`config.mk`:
```
export PLATFORM = sky130hd
export DESIGN_NAME = akdf_ctrl
export DESIGN_NICKNAME = d
export VERILOG_FILES = /design/src/rtl/akdf_pkg.sv /design/src/rtl/akdf_ctrl.sv
export SDC_FILE = /design/constraint.sdc
export NUM_CORES = 1
export LEC_CHECK = 0
export BUFFER_PORTS_ARGS = -buffer_cell sky130_fd_sc_hd__buf_2
export CORE_MARGIN = 8
export CORE_UTILIZATION = 40
export CTS_CLUSTER_DIAMETER = 200
export CTS_CLUSTER_SIZE = 12
export DETAILED_ROUTE_END_ITERATION = 12
export MAX_ROUTING_LAYER = met4
export PLACE_DENSITY = 0.61
export SYNTH_ARGS = -nofsm -noshare
export SYNTH_HDL_FRONTEND = slang
export SYNTH_SLANG_ARGS = --single-unit
```
`constraint.sdc`:
```
create_clock -name clk -period 2.4 [get_ports clk]
set_input_delay 0.48 -clock clk [delete_from_list [all_inputs] [get_ports clk]]
set_output_delay 0.48 -clock clk [all_outputs]
set_load 0.03 [all_outputs]
```
`src/rtl/akdf_pkg.sv`:
```
// shared types, constants and arithmetic helpers for the altitude fusion filter
package akdf_pkg;

    // history depth of the delayed position buffer
    localparam int HIST_DEPTH = 32;
    localparam int HIST_AW    = (HIST_DEPTH > 1) ? $clog2(HIST_DEPTH) : 1;

    // configuration register map
    localparam int CFG_AW = 5;
    localparam logic [2:0] REG_TIME_STEP   = 3'd0;
    localparam logic [2:0] REG_POS_NOISE   = 3'd1;
    localparam logic [2:0] REG_VEL_NOISE   = 3'd2;
    localparam logic [2:0] REG_MEAS_NOISE  = 3'd3;
    localparam logic [2:0] REG_BIAS_GAIN   = 3'd4;

    // reset values of the registers and of the covariance
    localparam logic [23:0] DT_RESET        = 24'd83886;
    localparam logic [30:0] R0_RESET        = 31'd8389;
    localparam logic [30:0] R1_RESET        = 31'd10066;
    localparam logic [30:0] QN_RESET        = 31'd503316480;
    localparam logic [30:0] G_RESET         = 31'd8389;
    localparam logic signed [31:0] P_DIAG_RESET = 32'sd3019899;
    localparam logic signed [31:0] P_OFF_RESET  = 32'sd1677722;
    localparam logic signed [33:0] ONE_Q24      = 34'sd16777216;

    // saturation bounds at the internal wide width
    localparam logic signed [71:0] SAT_MAX = 72'sd2147483647;
    localparam logic signed [71:0] SAT_MIN = -72'sd2147483648;

    typedef struct packed {
        logic [23:0] dt;
        logic [30:0] r0;
        logic [30:0] r1;
        logic [30:0] qn;
        logic [30:0] g;
    } akdf_cfg_t;

    // operand pair for the shared multiplier
    typedef enum logic [3:0] {
        MUL_ACC_DT,
        MUL_VEL_DT,
        MUL_ADT_DT,
        MUL_P3_DT,
        MUL_P2_DT,
        MUL_C_DT,
        MUL_K0_Z,
        MUL_K1_Z,
        MUL_G_Z,
        MUL_OM_T0,
        MUL_OM_T1,
        MUL_K1_T0,
        MUL_K1_T1
    } akdf_mul_t;

    // register update taken from the product or the divider
    typedef enum logic [4:0] {
        ACT_NONE,
        ACT_ADT,
        ACT_VDT,
        ACT_POS_PRED,
        ACT_C_T2,
        ACT_A,
        ACT_T0,
        ACT_SZ,
        ACT_K0,
        ACT_K1,
        ACT_POS_COR,
        ACT_VEL_COR,
        ACT_BIAS_COR,
        ACT_COV0,
        ACT_COV1,
        ACT_COV2,
        ACT_COV3
    } akdf_act_t;

    typedef struct packed {
        logic      load;
        akdf_mul_t mul;
        akdf_act_t act;
        logic      div_start;
        logic      div_sel;
        logic      finish;
    } akdf_cmd_t;

    typedef struct packed {
        logic div_done;
    } akdf_stat_t;

    typedef struct packed {
        logic              clip;
        logic signed [31:0] val;
    } akdf_sat_t;

    // clip to signed 32 bits and flag it
    function automatic akdf_sat_t sat32(input logic signed [71:0] x);
        akdf_sat_t r;
        if (x > SAT_MAX) begin
            r.clip = 1'b1;
            r.val  = 32'sh7FFFFFFF;
        end
        else if (x < SAT_MIN) begin
            r.clip = 1'b1;
            r.val  = 32'sh80000000;
        end
        else begin
            r.clip = 1'b0;
            r.val  = x[31:0];
        end
        return r;
    endfunction

    // rescale by 2^n, round half up
    function automatic logic signed [71:0] rnd_shr(input logic signed [71:0] x,
                                                   input int unsigned n);
        logic signed [71:0] h;
        h = 72'sd1 <<< (n - 1);
        return (x + h) >>> n;
    endfunction

endpackage

```
`src/rtl/akdf_ctrl.sv`:
```
// sequencer for the filter steps and the result handshake
module akdf_ctrl (
    input  logic                clk,
    input  logic                rst_n,
    input  logic                in_valid,
    output logic                in_ready,
    output logic                out_valid,
    input  logic                out_ready,
    input  akdf_pkg::akdf_stat_t stat,
    output akdf_pkg::akdf_cmd_t  cmd
);

    typedef enum logic [4:0] {
        S_IDLE,
        S_C1, S_C2, S_C3, S_C4, S_C5, S_C6, S_C7, S_C8,
        S_D0_GO, S_D0_WAIT, S_D1_GO, S_D1_WAIT,
        S_E1, S_E2, S_E3, S_E4, S_E5, S_E6, S_E7, S_E8,
        S_DONE
    } state_t;

    state_t state_reg;
    state_t state_next;
    logic   out_valid_reg;
    logic   slot_free;

    assign in_ready  = (state_reg == S_IDLE);
    assign out_valid = out_valid_reg;
    assign slot_free = !out_valid_reg || out_ready;

    // command decode and next state
    always_comb
    begin
        cmd           = '0;
        cmd.mul       = akdf_pkg::MUL_ACC_DT;
        cmd.act       = akdf_pkg::ACT_NONE;
        state_next    = state_reg;
        unique case (state_reg)
            S_IDLE: begin
                if (in_valid) begin
                    cmd.load   = 1'b1;
                    state_next = S_C1;
                end
            end
            S_C1: begin
                cmd.mul    = akdf_pkg::MUL_ACC_DT;
                state_next = S_C2;
            end
            S_C2: begin
                cmd.act    = akdf_pkg::ACT_ADT;
                cmd.mul    = akdf_pkg::MUL_VEL_DT;
                state_next = S_C3;
            end
            S_C3: begin
                cmd.act    = akdf_pkg::ACT_VDT;
                cmd.mul    = akdf_pkg::MUL_ADT_DT;
                state_next = S_C4;
            end
            S_C4: begin
                cmd.act    = akdf_pkg::ACT_POS_PRED;
                cmd.mul    = akdf_pkg::MUL_P3_DT;
                state_next = S_C5;
            end
            S_C5: begin
                cmd.act    = akdf_pkg::ACT_C_T2;
                cmd.mul    = akdf_pkg::MUL_P2_DT;
                state_next = S_C6;
            end
            S_C6: begin
                cmd.act    = akdf_pkg::ACT_A;
                cmd.mul    = akdf_pkg::MUL_C_DT;
                state_next = S_C7;
            end
            S_C7: begin
                cmd.act    = akdf_pkg::ACT_T0;
                state_next = S_C8;
            end
            S_C8: begin
                cmd.act    = akdf_pkg::ACT_SZ;
                state_next = S_D0_GO;
            end
            S_D0_GO: begin
                cmd.div_start = 1'b1;
                state_next    = S_D0_WAIT;
            end
            S_D0_WAIT: begin
                if (stat.div_done) begin
                    cmd.act    = akdf_pkg::ACT_K0;
                    state_next = S_D1_GO;
                end
            end
            S_D1_GO: begin
                cmd.div_start = 1'b1;
                cmd.div_sel   = 1'b1;
                state_next    = S_D1_WAIT;
            end
            S_D1_WAIT: begin
                cmd.div_sel = 1'b1;
                if (stat.div_done) begin
                    cmd.act    = akdf_pkg::ACT_K1;
                    state_next = S_E1;
                end
            end
            S_E1: begin
                cmd.mul    = akdf_pkg::MUL_K0_Z;
                state_next = S_E2;
            end
            S_E2: begin
                cmd.act    = akdf_pkg::ACT_POS_COR;
                cmd.mul    = akdf_pkg::MUL_K1_Z;
                state_next = S_E3;
            end
            S_E3: begin
                cmd.act    = akdf_pkg::ACT_VEL_COR;
                cmd.mul    = akdf_pkg::MUL_G_Z;
                state_next = S_E4;
            end
            S_E4: begin
                cmd.act    = akdf_pkg::ACT_BIAS_COR;
                cmd.mul    = akdf_pkg::MUL_OM_T0;
                state_next = S_E5;
            end
            S_E5: begin
                cmd.act    = akdf_pkg::ACT_COV0;
                cmd.mul    = akdf_pkg::MUL_OM_T1;
                state_next = S_E6;
            end
            S_E6: begin
                cmd.act    = akdf_pkg::ACT_COV1;
                cmd.mul    = akdf_pkg::MUL_K1_T0;
                state_next = S_E7;
            end
            S_E7: begin
                cmd.act    = akdf_pkg::ACT_COV2;
                cmd.mul    = akdf_pkg::MUL_K1_T1;
                state_next = S_E8;
            end
            S_E8: begin
                cmd.act    = akdf_pkg::ACT_COV3;
                state_next = S_DONE;
            end
            S_DONE: begin
                if (slot_free) begin
                    cmd.finish = 1'b1;
                    state_next = S_IDLE;
                end
            end
            default: begin
                state_next = S_IDLE;
            end
        endcase
    end

    // state and result valid
    always_ff @(posedge clk or negedge rst_n)
    begin
        if (!rst_n) begin
            state_reg     <= S_IDLE;
            out_valid_reg <= 1'b0;
        end
        else begin
            state_reg <= state_next;
            if (cmd.finish) begin
                out_valid_reg <= 1'b1;
            end
            else if (out_ready) begin
                out_valid_reg <= 1'b0;
            end
        end
    end

endmodule

```
# [Word level (Yosys, flattened, before mapping)]
# Cells that the tools add are included.
[classes] reduce_logical=7 muxes=17 n_eq_ne=25
[op_table] op="5-bit case mux with 22 select lines" count=1
[op_table] op="5-bit case mux with 16 select lines" count=1
[op_table] op="4-bit case mux with 12 select lines" count=1
[op_table] op="5-bit by 4-bit equality test with 1-bit output, second input constant" count=8
[op_table] op="5-bit equality test, second input constant" count=6
[op_table] op="5-bit by 3-bit equality test with 1-bit output, second input constant" count=4
[op_table] op="5-bit two-way mux" count=4
[op_table] op="5-bit by 2-bit equality test with 1-bit output, second input constant" count=2
[op_table] op="1-bit two-way mux" count=8
[op_table] op="4-bit two-way mux" count=2
[op_table] op="2-bit inequality test, second input constant" count=4
[op_table] op="5-bit by 1-bit equality test with 1-bit output, second input constant" count=1
[op_table] op="5-bit logical NOT" count=1
[op_table] op="4-bit AND reduction" count=1
[op_table] op="2-bit OR reduction" count=2
[op_table] op="2-bit nonzero test" count=1
[op_table] op="1-bit logical NOT" count=1
[op_table] op="1-bit logical OR" count=1
[totals] elab_cells=51 out_inout_bits=15 register_bits=6

# [Depth between registers and ports, before layout]
# Gate-level depths: netlist of the first run.
[depth] depth_word=5 mapped_depth=6

# [Worst setup path after synthesis of the first run]
# OpenSTA, ideal clock, no wires.
[synth_timing] path_type="reg2out" startpoint="reg state_reg[1]" endpoint="out cmd[7] (netlist name)" path_slack_ns=0.168 t_arrival_ns=1.752 path_stages_with_launch=4 path_cell_list="dfrtp_1 -> buf_2 -> buf_2 -> nor4b_1"
[synth_lines] item="start: declaration" line_no="akdf_ctrl.sv:21" source="state_t state_reg;"
[synth_lines] item="start signal: assignment" line_no="akdf_ctrl.sv:161" source="state_reg <= state_next;"
[synth_lines] item="end: declaration" line_no="akdf_ctrl.sv:10" source="output akdf_pkg::akdf_cmd_t cmd"

==> flow_metrics.env, run 1 <==
export IMPL_synth_top_cell_by_area="dfrtp_1"
export IMPL_holdWs_ns=0.0467
export IMPL_r2r_end="state_reg[0]"
export IMPL_synthesis_area_um2=662
export IMPL_dp_worst_setup_slack_ns=0.359
export IMPL_rows=14
export IMPL_yosysSeqAreaShare=0.227
export IMPL_fp_dieArea_mm2=0.00321
export IMPL_grt_antenna_before_repair=0
export IMPL_synth_cells=95
export IMPL_dr_total_vias=692
export IMPL_cts_root_buf="clkbuf_4"
export IMPL_rrSetupSlack_ns=0.93
export IMPL_largest_register_ff_count=5
export IMPL_finClkSkew_ns=0.00461
export IMPL_hold_viol_final=0
export IMPL_crit_fanout=17
export IMPL_synth_top_area_share=0.227
export IMPL_syn_avg_cell_area_um2=6.97
export IMPL_gp_congestion=0.772
export IMPL_timing_final_crit_share=0.935
export IMPL_diodes=0
export IMPL_core_area_mm2=0.00152
export IMPL_cp_required_ns=1.92
export IMPL_cts_made_buffers=3
export IMPL_cts_buffer_depth=2
export IMPL_grt_overflow=0
export IMPL_max_freq_ghz=0.446
export IMPL_rsz0062_at_grt="false"
export IMPL_yosys_warnings=0
export IMPL_final_core_util=0.500
export IMPL_synth_edff_count=0
export IMPL_async_reset_ff_frac=1.00
export IMPL_r2r_cells=4
export IMPL_startpoint="state_reg[3]"
export IMPL_tightestPinTransition_ns=0.530
export IMPL_crit_end="cmd[0]"
export IMPL_die_h_um=56.7
export IMPL_wirelength_mm=1.64
export IMPL_fin_tns_setup_ns=0
export IMPL_hpwl_mm=1.24
export IMPL_cts_sinks=6
export IMPL_ys_flop_type="dfrtp_1"
export IMPL_antenna_left=0
export IMPL_ctsResizeCount=0
export IMPL_wire_per_inst_um=13.0
export IMPL_maxCapViolCount=0
export IMPL_timing_final_max_slew_violations=0
export IMPL_crit_type="flip-flop to output port"
export IMPL_place_port_buffers=19
export IMPL_fin_crit_ns=2.24
export IMPL_start_kind="flip-flop"
export IMPL_synth_area_top_cells="dfrtp_1 23%, o21ai_0 6.8%, nor2_1 6.2%, a21oi_1 6.0%, buf_2 5.3%"
export IMPL_cp_end_kind="output port"
export IMPL_layout_drive_gt1_share=0.273
export IMPL_firstDrtPassIters=4
export IMPL_crit_arrival_ns=1.76
export IMPL_grt_pass1_vias=655
export IMPL_setup_ws_ns=0.155
export IMPL_drtIter0Drc=19
export IMPL_grt_pass1_wl_mm=2.91
export IMPL_fp_dieW_um=56.7
export IMPL_postCtsSetupBuffers=0
export IMPL_cts_max_level=1
export IMPL_maxSlewHeadroom=0.647
export IMPL_vias_per_cell=5.49
export IMPL_track_usage=0.108
export IMPL_num_nets_final=117
export IMPL_grt_max_degree=24
export IMPL_ioPinCount=20
export IMPL_drc=0
export IMPL_clk_pin_slew_ns=0.05
export IMPL_cts_tree="yes"
export IMPL_area_growth_pct=15.1
export IMPL_rr_startpoint="state_reg[3]"
export IMPL_initial_utilization=0.434
export IMPL_clk_insertion_delay_late_ns=0.24
export IMPL_hold_class="input pin to asynchronous set/reset pin"
export IMPL_cts_hold_fix_buffers=0
export IMPL_ys_ff_latch=6
export IMPL_fillers=162
export IMPL_outcome="finished clean"
export IMPL_synth_nets=100
export IMPL_setup_viol=0
export IMPL_synth_cell_type_count=33
==> cell type report <==
class,instances,area [µm²],area share
sequential,6,151,0.199
multi-input combinational,75,435,0.571
timing repair buffer,22,118,0.154
tap,16,20.0,0.0263
inverter,4,15.0,0.0197
clock buffer,3,22.5,0.0296
==> worst min path at each step <==
stage / end / cells past startpoint / slack, ns
3_3_place_gp: state_reg[1] / 1 / 0.31
5_1_grt: state_reg[0] / 1 / 0.05
4_1_cts: state_reg[4] / 1 / 0.05
6_report: state_reg[4] / 1 / 0.05
3_5_place_dp: state_reg[4] / 1 / 0.31
2_1_floorplan: out_valid / 0 / 0.18
==> worst max-delay path: stages (launching register included) <==
cell,delay [ns]
dfrtp_1,0.56
nand2b_4,0.26
or3_4,0.40
nor2b_2,0.11
buf_2,0.19
==> through the flow <==
stage	area, µm²	std cells
global placement	738	123
floorplan	662	95
finish	762	126
global route	762	126
detailed placement	738	123
CTS	761	126
==> cells in the final DEF (no fill, tap or decap), drive strengths merged, types with 3 or more instances in the layout <==
cell type and n:
buf 22, nand2 9, nand2b 6, o21ai 10, a21oi 8, nor2 11
inv 4, clkbuf 3, o22ai 4, dfrtp 6, nor2b 3, nand3 4
==> per-layer routing <==
layer | GRT usage | up-vias | routed length, µm | share of wire
met1 | 0.148 | 303 | 848 | 0.52
met4 | 0.0206 | 0 | 14 | 0.0085
met2 | 0.158 | 22 | 722 | 0.44
li1 | - | 365 | - | -
met3 | 0.0225 | 2 | 58 | 0.035
met5 | - | - | 0 | 0
==> synthesized netlist by cell type, drive strengths merged, types with 2 or more instances <==
| library cell | number |
|---|---|
| nor2 | 11 |
| buf | 10 |
| o21ai | 10 |
| nand2 | 9 |
| a21oi | 8 |
| dfrtp | 6 |
| nand2b | 6 |
| inv | 4 |
| nand3 | 4 |
| o22ai | 4 |
| nor2b | 3 |
| a2bb2oi | 2 |
| nor3 | 2 |
| xor2 | 2 |
==> logic make-up (layout without fill, tap and decap cells) <==
| group | count (synthesis) | in the layout | synth area share |
|---|---|---|---|
| AO/OA/AOI/OAI | 33 | 33 | 0.312 |
| XOR/XNOR | 2 | 2 | 0.0265 |
| flip-flops | 6 | 6 | 0.227 |
| buffers and inverters | 14 | 29 | 0.115 |
| AND/OR/NAND/NOR | 40 | 40 | 0.319 |
Power of run 1 is left out: the tool's default activity adds up to more than one toggle a clock period on the data nets, which glitch-free logic cannot reach.
==> run 2: changes to the inputs <==
--- a/config.mk
+++ b/config.mk
@@ -13,6 +13,7 @@
 export DETAILED_ROUTE_END_ITERATION = 12
 export MAX_ROUTING_LAYER = met4
 export PLACE_DENSITY = 0.61
+export REMOVE_ABC_BUFFERS = 1
 export SYNTH_ARGS = -nofsm -noshare
 export SYNTH_HDL_FRONTEND = slang
 export SYNTH_SLANG_ARGS = --single-unit
==> run 2 against run 1 <==
Die area did not move. Maximum frequency grew 2.9%. Setup slack better by 0.063 ns. Register-to-register slack lost 0.02 ns. Routed wire length rose by 3.3%. Cell count is 1.6% higher. Design area increased by 1.8%. Clock skew fell by 0.0043 ns. First-iteration DRC count fell by 63%. Critical path type unchanged. Critical endpoint is now cmd[10]. Largest cell class unchanged.
==> flow_metrics.env, run 2 (synthesized netlist as in run 1, its figures left out) <==
export IMPL_track_usage=0.110
export IMPL_cp_end_kind="output port"
export IMPL_grtUsageMet2=0.166
export IMPL_postCtsSetupBuffers=0
export IMPL_ctsResizeCount=0
export IMPL_cts_buffer_depth=2
export IMPL_rrSetupSlack_ns=0.91
export IMPL_fp_dieW_um=56.7
export IMPL_finClkSkew_ns=0.000332
export IMPL_place_port_buffers=19
export IMPL_dp_worst_setup_slack_ns=0.479
export IMPL_maxCapViolCount=0
export IMPL_grt_pass1_wl_mm=2.91
export IMPL_vias_per_cell=5.53
export IMPL_rsz0062_at_grt="false"
export IMPL_seqCellArea_um2=150
export IMPL_drtIter0Drc=7
export IMPL_cts_made_buffers=3
export IMPL_layout_drive_gt1_share=0.277
export IMPL_hold_viol_final=0
export IMPL_cp_slowest_cell="dfrtp_1"
export IMPL_r2r_cells=5
export IMPL_final_cell_mix="19 x buf_2, 11 x nor2_1, 9 x nand2_1, 9 x o21ai_0, 8 x a21oi_1"
export IMPL_gp_congestion=0.861
export IMPL_setup_ws_ns=0.219
export IMPL_placed_area_um2=753
export IMPL_rr_startpoint="state_reg[2]"
export IMPL_firstDrtPassIters=4
export IMPL_diodes=0
export IMPL_worst_path_largest_cell_delay_ns=0.54
export IMPL_use_met1=0.137
export IMPL_cts_root_buf="clkbuf_4"
export IMPL_fp_dieArea_mm2=0.00321
export IMPL_dr_total_vias=708
export IMPL_max_freq_ghz=0.458
export IMPL_die_h_um=56.7
export IMPL_drc=0
export IMPL_crit_arrival_ns=1.70
export IMPL_grt_overflow=0
export IMPL_ioPinCount=20
export IMPL_largest_register_ff_count=5
export IMPL_crit_fanout=17
export IMPL_wire_per_inst_um=13.3
export IMPL_cts_tree="yes"
export IMPL_timing_final_max_slew_violations=0
export IMPL_crit_type="flip-flop to output port"
export IMPL_final_cell_area_um2=776
export IMPL_layout_commonest_cell="buf_2"
export IMPL_fin_crit_ns=2.18
export IMPL_fin_tns_setup_ns=0
export IMPL_tightestPinTransition_ns=0.480
export IMPL_outcome="finished clean"
export IMPL_grt_busiest_layer="met2"
export IMPL_setup_viol=0
export IMPL_clk_insertion_delay_late_ns=0.24
export IMPL_maxSlewHeadroom=0.680
export IMPL_start_kind="flip-flop"
export IMPL_fillers=163
export IMPL_grt_antenna_before_repair=0
export IMPL_cp_required_ns=1.92
export IMPL_timing_final_crit_share=0.909
export IMPL_startpoint="state_reg[2]"
export IMPL_area_growth_pct=17.2
export IMPL_rows=14
export IMPL_use_met3=0.0180
export IMPL_cts_sinks=6
export IMPL_grt_max_degree=18
export IMPL_antenna_left=0
export IMPL_hold_class="input pin to asynchronous set/reset pin"
export IMPL_initial_utilization=0.434
export IMPL_num_nets_final=119
export IMPL_clk_pin_slew_ns=0.04
export IMPL_cts_max_level=1
export IMPL_hpwl_mm=1.31
export IMPL_multi_input_area_um2=435
export IMPL_crit_chain="nor2_1, nand2_1, o22ai_1, a22o_1, buf_2"
export IMPL_core_area_mm2=0.00152
export IMPL_wirelength_mm=1.70
export IMPL_r2r_end="state_reg[0]"
export IMPL_cts_hold_fix_buffers=0
export IMPL_grt_pass1_vias=678
export IMPL_holdWs_ns=0.0533
-- run 2: cell types whose count changed in the layout (fill, tap and decap cells not counted), sizes merged --
cell	change
buf	+2
-- run 2: worst max path at each step --
stage | to | slack [ns] | cells after the start
detailed placement | cmd[0] | 0.48 | 4
global route | cmd[0] | 0.08 | 4
CTS | cmd[0] | 0.21 | 4
global placement | cmd[5] | 0.48 | 5
finish | cmd[10] | 0.22 | 5
floorplan | cmd[7] | 0.14 | 2
-- run 2: area by class of cell --
| cell class | count | share of cell area |
|---|---|---|
| clock buffers | 3 | 0.0290 |
| inverters | 4 | 0.0194 |
| multi-input cells | 75 | 0.561 |
| flip-flops and latches | 6 | 0.194 |
| well taps | 16 | 0.0258 |
| repair buffers | 24 | 0.171 |
-- run 2: per-layer routing --
| layer | vias up | part of all wire |
|---|---|---|
| met5 | - | 0 |
| met4 | 0 | 0 |
| met3 | 0 | 0.027 |
| met2 | 15 | 0.46 |
| met1 | 325 | 0.51 |
| li1 | 368 | - |
-- run 2: per-stage QoR --
stage,instances,utilization
CTS,128,0.509
finish,128,0.509
detailed placement,125,0.494
global route,128,0.509
global placement,125,0.494
floorplan,85,-
-- run 2: critical path: cells and delay by family (launching register included) --
kind                   cells  cell delay (ns)
DFF                        1             0.54
and+or+nand+nor            2             0.37
AOI/OAI and AO/OA          2             0.35
buffers and inverters      1             0.19
Power of run 2 is left out for the same reason.
